$ cat config.mk
export PLATFORM = sky130hd
export DESIGN_NAME = circular_deque
export DESIGN_NICKNAME = d
export VERILOG_FILES = /design/src/rtl/cdq_pkg.sv /design/src/rtl/cdq_cell.sv /design/src/rtl/circular_deque.sv
export SDC_FILE = /design/constraint.sdc
export NUM_CORES = 2
export LEC_CHECK = 0
export ABC_AREA = 0
export BUFFER_PORTS_ARGS = -buffer_cell sky130_fd_sc_hd__buf_2
export CORE_MARGIN = 1.5
export CORE_UTILIZATION = 40
export CTS_CLUSTER_DIAMETER = 200
export CTS_CLUSTER_SIZE = 10
export DETAILED_ROUTE_END_ITERATION = 10
export PLACE_DENSITY = 0.56
export SETUP_SLACK_MARGIN = 0.3
export SLEW_MARGIN = 20
export SYNTH_ARGS = -nofsm -noshare
export SYNTH_HDL_FRONTEND = slang
export SYNTH_SLANG_ARGS = --single-unit
$ cat constraint.sdc
create_clock -name i_clk -period 3.4 [get_ports i_clk]
set_input_delay 0.51 -clock i_clk [delete_from_list [all_inputs] [get_ports i_clk]]
set_output_delay 0.51 -clock i_clk [all_outputs]
set_load 0.01 [all_outputs]
$ cat src/rtl/cdq_pkg.sv
`timescale 1ns / 1ps
`default_nettype none

package cdq_pkg;

    localparam int DEPTH = 128;
    localparam int CELLS = DEPTH - 1;

    typedef enum logic [2:0] {
        OP_PUSH_REAR  = 3'd0,
        OP_PUSH_FRONT = 3'd1,
        OP_POP_FRONT  = 3'd2,
        OP_POP_REAR   = 3'd3,
        OP_PEEK_FRONT = 3'd4,
        OP_PEEK_REAR  = 3'd5
    } t_op;

    typedef enum logic [1:0] {
        ST_OK    = 2'd0,
        ST_FULL  = 2'd1,
        ST_EMPTY = 2'd2
    } t_status;

    typedef enum logic [1:0] {
        LANE_HOLD   = 2'd0,
        LANE_SHR    = 2'd1,
        LANE_SHL    = 2'd2,
        LANE_APPEND = 2'd3
    } t_lane_op;

    typedef enum logic [1:0] {
        CNT_HOLD = 2'd0,
        CNT_INC  = 2'd1,
        CNT_DEC  = 2'd2
    } t_cnt_op;

    typedef struct packed {
        t_lane_op   f_op;
        t_lane_op   r_op;
        t_cnt_op    cnt_op;
        logic [7:0] item;
    } t_cell_cmd;

    typedef struct packed {
        t_op        operation;
        logic [7:0] item;
    } t_in_word;

    typedef struct packed {
        logic [7:0] value;
        t_status    status;
        logic       empty_flag;
        logic       full_flag;
    } t_out_word;

endpackage

`default_nettype wire

$ cat src/rtl/cdq_cell.sv
`timescale 1ns / 1ps
`default_nettype none

module cdq_cell (
    input  wire logic              i_clk,
    input  wire logic              i_rst_n,
    input  wire cdq_pkg::t_cell_cmd i_cmd,
    input  wire logic [7:0]        i_f_left,
    input  wire logic [7:0]        i_r_left,
    input  wire logic              i_v_left,
    input  wire logic [7:0]        i_f_right,
    input  wire logic [7:0]        i_r_right,
    input  wire logic              i_v_right,
    output logic [7:0]             o_f,
    output logic [7:0]             o_r,
    output logic                   o_v
);

    logic [7:0] r_f;
    logic [7:0] r_r;
    logic       r_v;
    logic [7:0] n_f;
    logic [7:0] n_r;
    logic       n_v;
    logic       at_end;

    // This cell is the first free slot when its left neighbor holds an item and it does not.
    assign at_end = i_v_left && !r_v;

    always_comb begin
        case (i_cmd.f_op)
            cdq_pkg::LANE_SHR:    n_f = i_f_left;
            cdq_pkg::LANE_SHL:    n_f = i_f_right;
            cdq_pkg::LANE_APPEND: n_f = at_end ? i_cmd.item : r_f;
            default:              n_f = r_f;
        endcase
        case (i_cmd.r_op)
            cdq_pkg::LANE_SHR:    n_r = i_r_left;
            cdq_pkg::LANE_SHL:    n_r = i_r_right;
            cdq_pkg::LANE_APPEND: n_r = at_end ? i_cmd.item : r_r;
            default:              n_r = r_r;
        endcase
        case (i_cmd.cnt_op)
            cdq_pkg::CNT_INC: n_v = i_v_left;
            cdq_pkg::CNT_DEC: n_v = i_v_right;
            default:          n_v = r_v;
        endcase
    end

    always_ff @(posedge i_clk) begin
        if (!i_rst_n) begin
            r_v <= 1'b0;
        end else begin
            r_v <= n_v;
        end
    end

    always_ff @(posedge i_clk) begin
        r_f <= n_f;
        r_r <= n_r;
    end

    assign o_f = r_f;
    assign o_r = r_r;
    assign o_v = r_v;

endmodule

`default_nettype wire

$ cat src/rtl/circular_deque.sv
`timescale 1ns / 1ps
`default_nettype none

// Channel  Direction  Valid        Stall        Word
// input    in         i_in_valid   o_in_stall   i_in_word  (operation, item)
// output   out        o_out_valid  i_out_stall  o_out_word (value, status, flags)
//
// A new word is accepted each cycle while the output register is free or being drained,
// set by the single update of the cell row.
// The row holds the front-first and rear-first copies of the contents side by side.
// Reset empties the row at once; no clearing pass is needed.
// A stalled output word holds the input side stalled in the same cycle.

module circular_deque (
    input  wire logic              i_clk,
    input  wire logic              i_rst_n,
    input  wire logic              i_in_valid,
    output logic                   o_in_stall,
    input  wire cdq_pkg::t_in_word i_in_word,
    output logic                   o_out_valid,
    input  wire logic              i_out_stall,
    output cdq_pkg::t_out_word     o_out_word
);

    logic [7:0]           cell_f [cdq_pkg::CELLS];
    logic [7:0]           cell_r [cdq_pkg::CELLS];
    logic                 cell_v [cdq_pkg::CELLS];
    cdq_pkg::t_cell_cmd   cmd;
    cdq_pkg::t_out_word   n_out_word;
    cdq_pkg::t_out_word   r_out_word;
    logic                 r_out_valid;
    logic                 accept;
    logic                 row_empty;
    logic                 is_full;

    assign o_in_stall = r_out_valid && i_out_stall;
    assign accept     = i_in_valid && !o_in_stall;
    assign row_empty  = !cell_v[0];
    assign is_full    = cell_v[cdq_pkg::CELLS-1];

    always_comb begin
        cmd.f_op   = cdq_pkg::LANE_HOLD;
        cmd.r_op   = cdq_pkg::LANE_HOLD;
        cmd.cnt_op = cdq_pkg::CNT_HOLD;
        cmd.item   = i_in_word.item;
        n_out_word.value  = 8'd0;
        n_out_word.status = cdq_pkg::ST_OK;
        unique case (i_in_word.operation)
            cdq_pkg::OP_PUSH_REAR: begin
                if (is_full) begin
                    n_out_word.status = cdq_pkg::ST_FULL;
                end else begin
                    cmd.f_op   = cdq_pkg::LANE_APPEND;
                    cmd.r_op   = cdq_pkg::LANE_SHR;
                    cmd.cnt_op = cdq_pkg::CNT_INC;
                end
            end
            cdq_pkg::OP_PUSH_FRONT: begin
                if (is_full) begin
                    n_out_word.status = cdq_pkg::ST_FULL;
                end else begin
                    cmd.f_op   = cdq_pkg::LANE_SHR;
                    cmd.r_op   = cdq_pkg::LANE_APPEND;
                    cmd.cnt_op = cdq_pkg::CNT_INC;
                end
            end
            cdq_pkg::OP_POP_FRONT: begin
                if (row_empty) begin
                    n_out_word.status = cdq_pkg::ST_EMPTY;
                end else begin
                    n_out_word.value = cell_f[0];
                    cmd.f_op   = cdq_pkg::LANE_SHL;
                    cmd.cnt_op = cdq_pkg::CNT_DEC;
                end
            end
            cdq_pkg::OP_POP_REAR: begin
                if (row_empty) begin
                    n_out_word.status = cdq_pkg::ST_EMPTY;
                end else begin
                    n_out_word.value = cell_r[0];
                    cmd.r_op   = cdq_pkg::LANE_SHL;
                    cmd.cnt_op = cdq_pkg::CNT_DEC;
                end
            end
            cdq_pkg::OP_PEEK_FRONT: begin
                if (row_empty) begin
                    n_out_word.status = cdq_pkg::ST_EMPTY;
                end else begin
                    n_out_word.value = cell_f[0];
                end
            end
            cdq_pkg::OP_PEEK_REAR: begin
                if (row_empty) begin
                    n_out_word.status = cdq_pkg::ST_EMPTY;
                end else begin
                    n_out_word.value = cell_r[0];
                end
            end
            default: begin
            end
        endcase
        case (cmd.cnt_op)
            cdq_pkg::CNT_INC: begin
                n_out_word.empty_flag = 1'b0;
                n_out_word.full_flag  = cell_v[cdq_pkg::CELLS-2];
            end
            cdq_pkg::CNT_DEC: begin
                n_out_word.empty_flag = !cell_v[1];
                n_out_word.full_flag  = 1'b0;
            end
            default: begin
                n_out_word.empty_flag = row_empty;
                n_out_word.full_flag  = is_full;
            end
        endcase
        if (!accept) begin
            cmd.f_op   = cdq_pkg::LANE_HOLD;
            cmd.r_op   = cdq_pkg::LANE_HOLD;
            cmd.cnt_op = cdq_pkg::CNT_HOLD;
        end
    end

    for (genvar i = 0; i < cdq_pkg::CELLS; i++) begin : g_cell
        logic [7:0] f_left;
        logic [7:0] r_left;
        logic       v_left;
        logic [7:0] f_right;
        logic [7:0] r_right;
        logic       v_right;

        if (i == 0) begin : g_first
            assign f_left = i_in_word.item;
            assign r_left = i_in_word.item;
            assign v_left = 1'b1;
        end else begin : g_inner_left
            assign f_left = cell_f[i-1];
            assign r_left = cell_r[i-1];
            assign v_left = cell_v[i-1];
        end

        if (i == cdq_pkg::CELLS - 1) begin : g_last
            assign f_right = 8'd0;
            assign r_right = 8'd0;
            assign v_right = 1'b0;
        end else begin : g_inner_right
            assign f_right = cell_f[i+1];
            assign r_right = cell_r[i+1];
            assign v_right = cell_v[i+1];
        end

        cdq_cell u_cell (
            .i_clk     (i_clk),
            .i_rst_n   (i_rst_n),
            .i_cmd     (cmd),
            .i_f_left  (f_left),
            .i_r_left  (r_left),
            .i_v_left  (v_left),
            .i_f_right (f_right),
            .i_r_right (r_right),
            .i_v_right (v_right),
            .o_f       (cell_f[i]),
            .o_r       (cell_r[i]),
            .o_v       (cell_v[i])
        );
    end

    always_ff @(posedge i_clk) begin
        if (!i_rst_n) begin
            r_out_valid <= 1'b0;
        end else if (accept) begin
            r_out_valid <= 1'b1;
        end else if (!i_out_stall) begin
            r_out_valid <= 1'b0;
        end
    end

    always_ff @(posedge i_clk) begin
        if (accept) begin
            r_out_word <= n_out_word;
        end
    end

    assign o_out_valid = r_out_valid;
    assign o_out_word  = r_out_word;

    a_not_empty_and_full: assert property (@(posedge i_clk) disable iff (!i_rst_n)
        !(row_empty && is_full))
        else $error("deque reports empty and full at once");

    a_push_fills_front: assert property (@(posedge i_clk) disable iff (!i_rst_n)
        (accept && !is_full && (i_in_word.operation == cdq_pkg::OP_PUSH_REAR ||
         i_in_word.operation == cdq_pkg::OP_PUSH_FRONT)) |=> cell_v[0])
        else $error("accepted push left the deque empty");

    a_pop_front_value: assert property (@(posedge i_clk) disable iff (!i_rst_n)
        (accept && !row_empty && i_in_word.operation == cdq_pkg::OP_POP_FRONT)
        |=> (o_out_word.value == $past(cell_f[0])))
        else $error("pop front returned a byte other than the front cell");

    a_full_status_flag: assert property (@(posedge i_clk) disable iff (!i_rst_n)
        (o_out_valid && o_out_word.status == cdq_pkg::ST_FULL) |-> o_out_word.full_flag)
        else $error("refused push without full flag");

    a_empty_status_flag: assert property (@(posedge i_clk) disable iff (!i_rst_n)
        (o_out_valid && o_out_word.status == cdq_pkg::ST_EMPTY) |-> o_out_word.empty_flag)
        else $error("refused pop or peek without empty flag");

endmodule

`default_nettype wire

==> summary.md <==
| Metric | Value |
|---|---|
| Initial DRC Count | 6065 |
| Setup_tns | 0 ns |
| Pwr dens | 547 nW/um^2 |
| Die width | 488 um |
| Vias in the first global route | 58900 |
| Ys async rst share | 0 |
| R2R setup slack | 0.58 ns |
| Worst-Margin Slew | 1.11 ns |
| Hpwl dp | 137000 um |
| CTS root buf | clkbuf_16 |
| Ports | 29 |
| Avg Inst Size Synth | 16.1 um^2 |
| Share of layout cells above drive strength 1 | 0.114 |
| PostCTS Resize Cnt | 0 |
| CP Class | in -> reg |
| Leakage power | 0.0348 uW |
| FF-to-FF path depth | 6 |
| H-tree depth | 4 |
| Setup ws final | 0.571 ns |
| Status | finished clean |
| 1st-pass router iterations | 5 |
| Slew Limit Fails | 0 |
| Maxcap violations | 0 |
| Cell Area, Synth | 94100 um^2 |
| Minimum clock period after layout | 2.83 ns |
| Peak Freq | 353 MHz |
| Die ar. | 238000 um^2 |
| # DRC | 0 |
| Overflow after GRT | 0 |
| Synth Register Bits | 2172 |
| Final hold viol count | 0 |
| Clock latency at the later pin of the worst-skew pair | 0.86 ns |
| Starting Density | 0.403 |
| IO buf count | 28 |
| Worst slack at placement | 0.414 ns |
| Total wire length | 218000 um |
| Worst setup SP type | primary input |
| Syn Nets | 5865 |
| Clock Pin Slew Worst Setup and Hold Paths | 0.06 ns |
| Nets | 5656 |
| Global-route wire length before repair | 348000 um |
| Hold Path End | g_cell[0].u_cell.o_r[1] |
| Cells after synthesis | 5847 |
| CP required | 3.95 ns |
| CORE AREA | 233000 um^2 |
| Initial antenna violation count | 1 |
| Unrepaired setup endpoints after global routing | false |
| Area grow syn2layout | 11.1% |
| Ranking of synthesized cells by area | edfxtp_1 65%, a221o_1 21%, dfxtp_1 2.7% |
| Terminus of the critical flop-to-flop path | g_cell[82].u_cell.o_f[3] |
| Library cells used by synthesis | 35 |
| Clock buffer depth | 3 |
| Worst Skew | 0.0490 ns |
| Worst R2R Start | g_cell[126].u_cell.o_v |
| CTS Buf Count | 235 |
| Setup-failing EPs final | 0 |
| Routed len/inst | 24.6 um |
| Slew headroom | 0.262 |
| Clock sink total | 2172 |
| Crit path max fanout | 174 |
| Share of the synthesized area in the top cell type | 0.652 |
| Synth area leader | edfxtp_1 |
| CP arrival | 3.38 ns |
| Gr usage total | 0.178 |
| VDD IR-drop max | 0.550 mV |
| Main synth FF type | edfxtp_1 |
| Synthesis Warnings | 0 |
| Seq/Total Area, Yosys | 0.680 |
| CTS tree | done |
| Largest net degree at the start of global routing | 175 |
| Hold Path Origin | i_in_word[1] |
| Final Cycle Share | 0.832 |
| Via density | 6.55 |
| Die Span Y | 488 um |
| Total number of vias | 58200 |
| Min-Delay Path Depth | 2 |
| Crit path from | i_in_word[9] |
| Num rows | 177 |
| Gp weighted congestion | 0.758 |
| Power, Total | 57200 uW |
| EDFF count, synth | 2044 |
| CP endpoint kind | flip-flop |
| Worst Hold Class | in -> reg |
| Filler Cells Inserted | 20100 |
| Post-route antenna net violation count | 0 |
==> state kept, by name, indices dropped and copies added, names as in the netlist <==
name	count
g_cell.u_cell.o_f	1016
g_cell.u_cell.o_r	1016
g_cell.u_cell.o_v	127
o_out_word	12
o_out_valid	1
==> power breakdown <==
part           switching [uW]  leakage (uW)  internal [uW]
Combinational            1750        0.0118           1520
Clock                   10100       0.00313          12600
Sequential                653        0.0199          30500
Total                   12500        0.0348          44700
==> worst max-delay path, stage by stage <==
cell and delay, ns:
dlygate4sd3_1 0.54, buf_2 0.16, or2_1 0.23, a2111o_2 0.50, buf_12 0.20, buf_12 0.28
a22oi_1 0.36, buf_4 0.24
==> placed cells by master (no fill, tap or decap), drive strengths merged, types with 2 or more instances in the layout <==
cell         synthesis  routed
edfxtp            2044    2044
a221o             2000    2000
clkbuf             419     361
buf                397     340
a22oi              253     253
mux2i              134     134
nand2              130     130
dfxtp              128     128
nand2b             127     127
o211a              125     125
and4                16      16
a21o                16      16
mux2                16      16
inv                  5      13
nor2                10      10
dlygate4sd3          0       8
nor3                 5       5
clkinv               0       5
a21oi                3       3
ha                   3       3
diode                0       2
a2111o               2       2
o21ai                2       2
nor3b                2       2
nor2b                2       2
==> layer usage <==
layer,GRT usage,share of wire,vias to the layer above
li1,-,-,25600
met1,0.273,0.48,30700
met2,0.265,0.45,1614
met3,0.0281,0.054,226
met4,0.0383,0.014,0
met5,0,0,-
==> logic make-up after synthesis <==
group,after synthesis,share of synthesized area
and+or+nand+nor,297,0.0165
adders and majority gates,3,0.000399
DFF,2172,0.680
xor gates and xnor gates,1,0.0000931
buffers and inverters,821,0.0390
AOI/OAI and AO/OA,2403,0.248
muxes,150,0.0162
==> Yosys cell counts, types with 4 or more instances <==
| cell | n |
|---|---|
| and4_1 | 16 |
| nand2b_1 | 127 |
| a21o_1 | 16 |
| clkbuf_1 | 419 |
| edfxtp_1 | 2044 |
| mux2i_1 | 134 |
| buf_2 | 321 |
| mux2_2 | 16 |
| o211a_1 | 125 |
| buf_1 | 51 |
| nor2_1 | 10 |
| inv_1 | 4 |
| nand2_1 | 130 |
| dfxtp_1 | 128 |
| a22oi_1 | 253 |
| buf_6 | 24 |
| a221o_1 | 2000 |
==> worst max-delay path by stage <==
stage	endpoint	slack, ns	cells past startpoint
2_1_floorplan	g_cell[112].u_cell.o_v	0.27	13
3_3_place_gp	g_cell[75].u_cell.o_v	0.46	11
3_5_place_dp	g_cell[7].u_cell.o_v	0.41	11
4_1_cts	g_cell[22].u_cell.o_r[4]	0.66	6
5_1_grt	g_cell[95].u_cell.o_r[1]	0.50	6
6_report	g_cell[82].u_cell.o_f[3]	0.57	8
==> metrics by stage <==
stage	utilization	hold slack [ns]	cell area (um^2)	cells
2_1_floorplan	-	0.508	94100	5847
3_3_place_gp	0.419	0.529	97800	8499
3_5_place_dp	0.419	0.532	97800	8503
4_1_cts	0.448	0.00129	104000	8863
5_1_grt	0.448	0.0466	105000	8887
6_report	0.448	0.0948	105000	8887
==> timing repair <==
action | CTS | global route
hold buffers | 8 | 0
endpoints found under the hold margin | 7 | 0
buffers inserted | 0 | 0
==> area by class of cell <==
cell class	instances	area, um^2	share of cell area
antenna	2	5.00	0.0000479
inverter	5	23.8	0.000227
timing repair buffer	370	3600	0.0344
tap	3132	3920	0.0375
multi-input combinational	2854	26600	0.254
sequential	2172	63900	0.611
clock inverter	13	190	0.00182
clock buffer	339	6310	0.0604
Power figures use the tool's default switching activity.
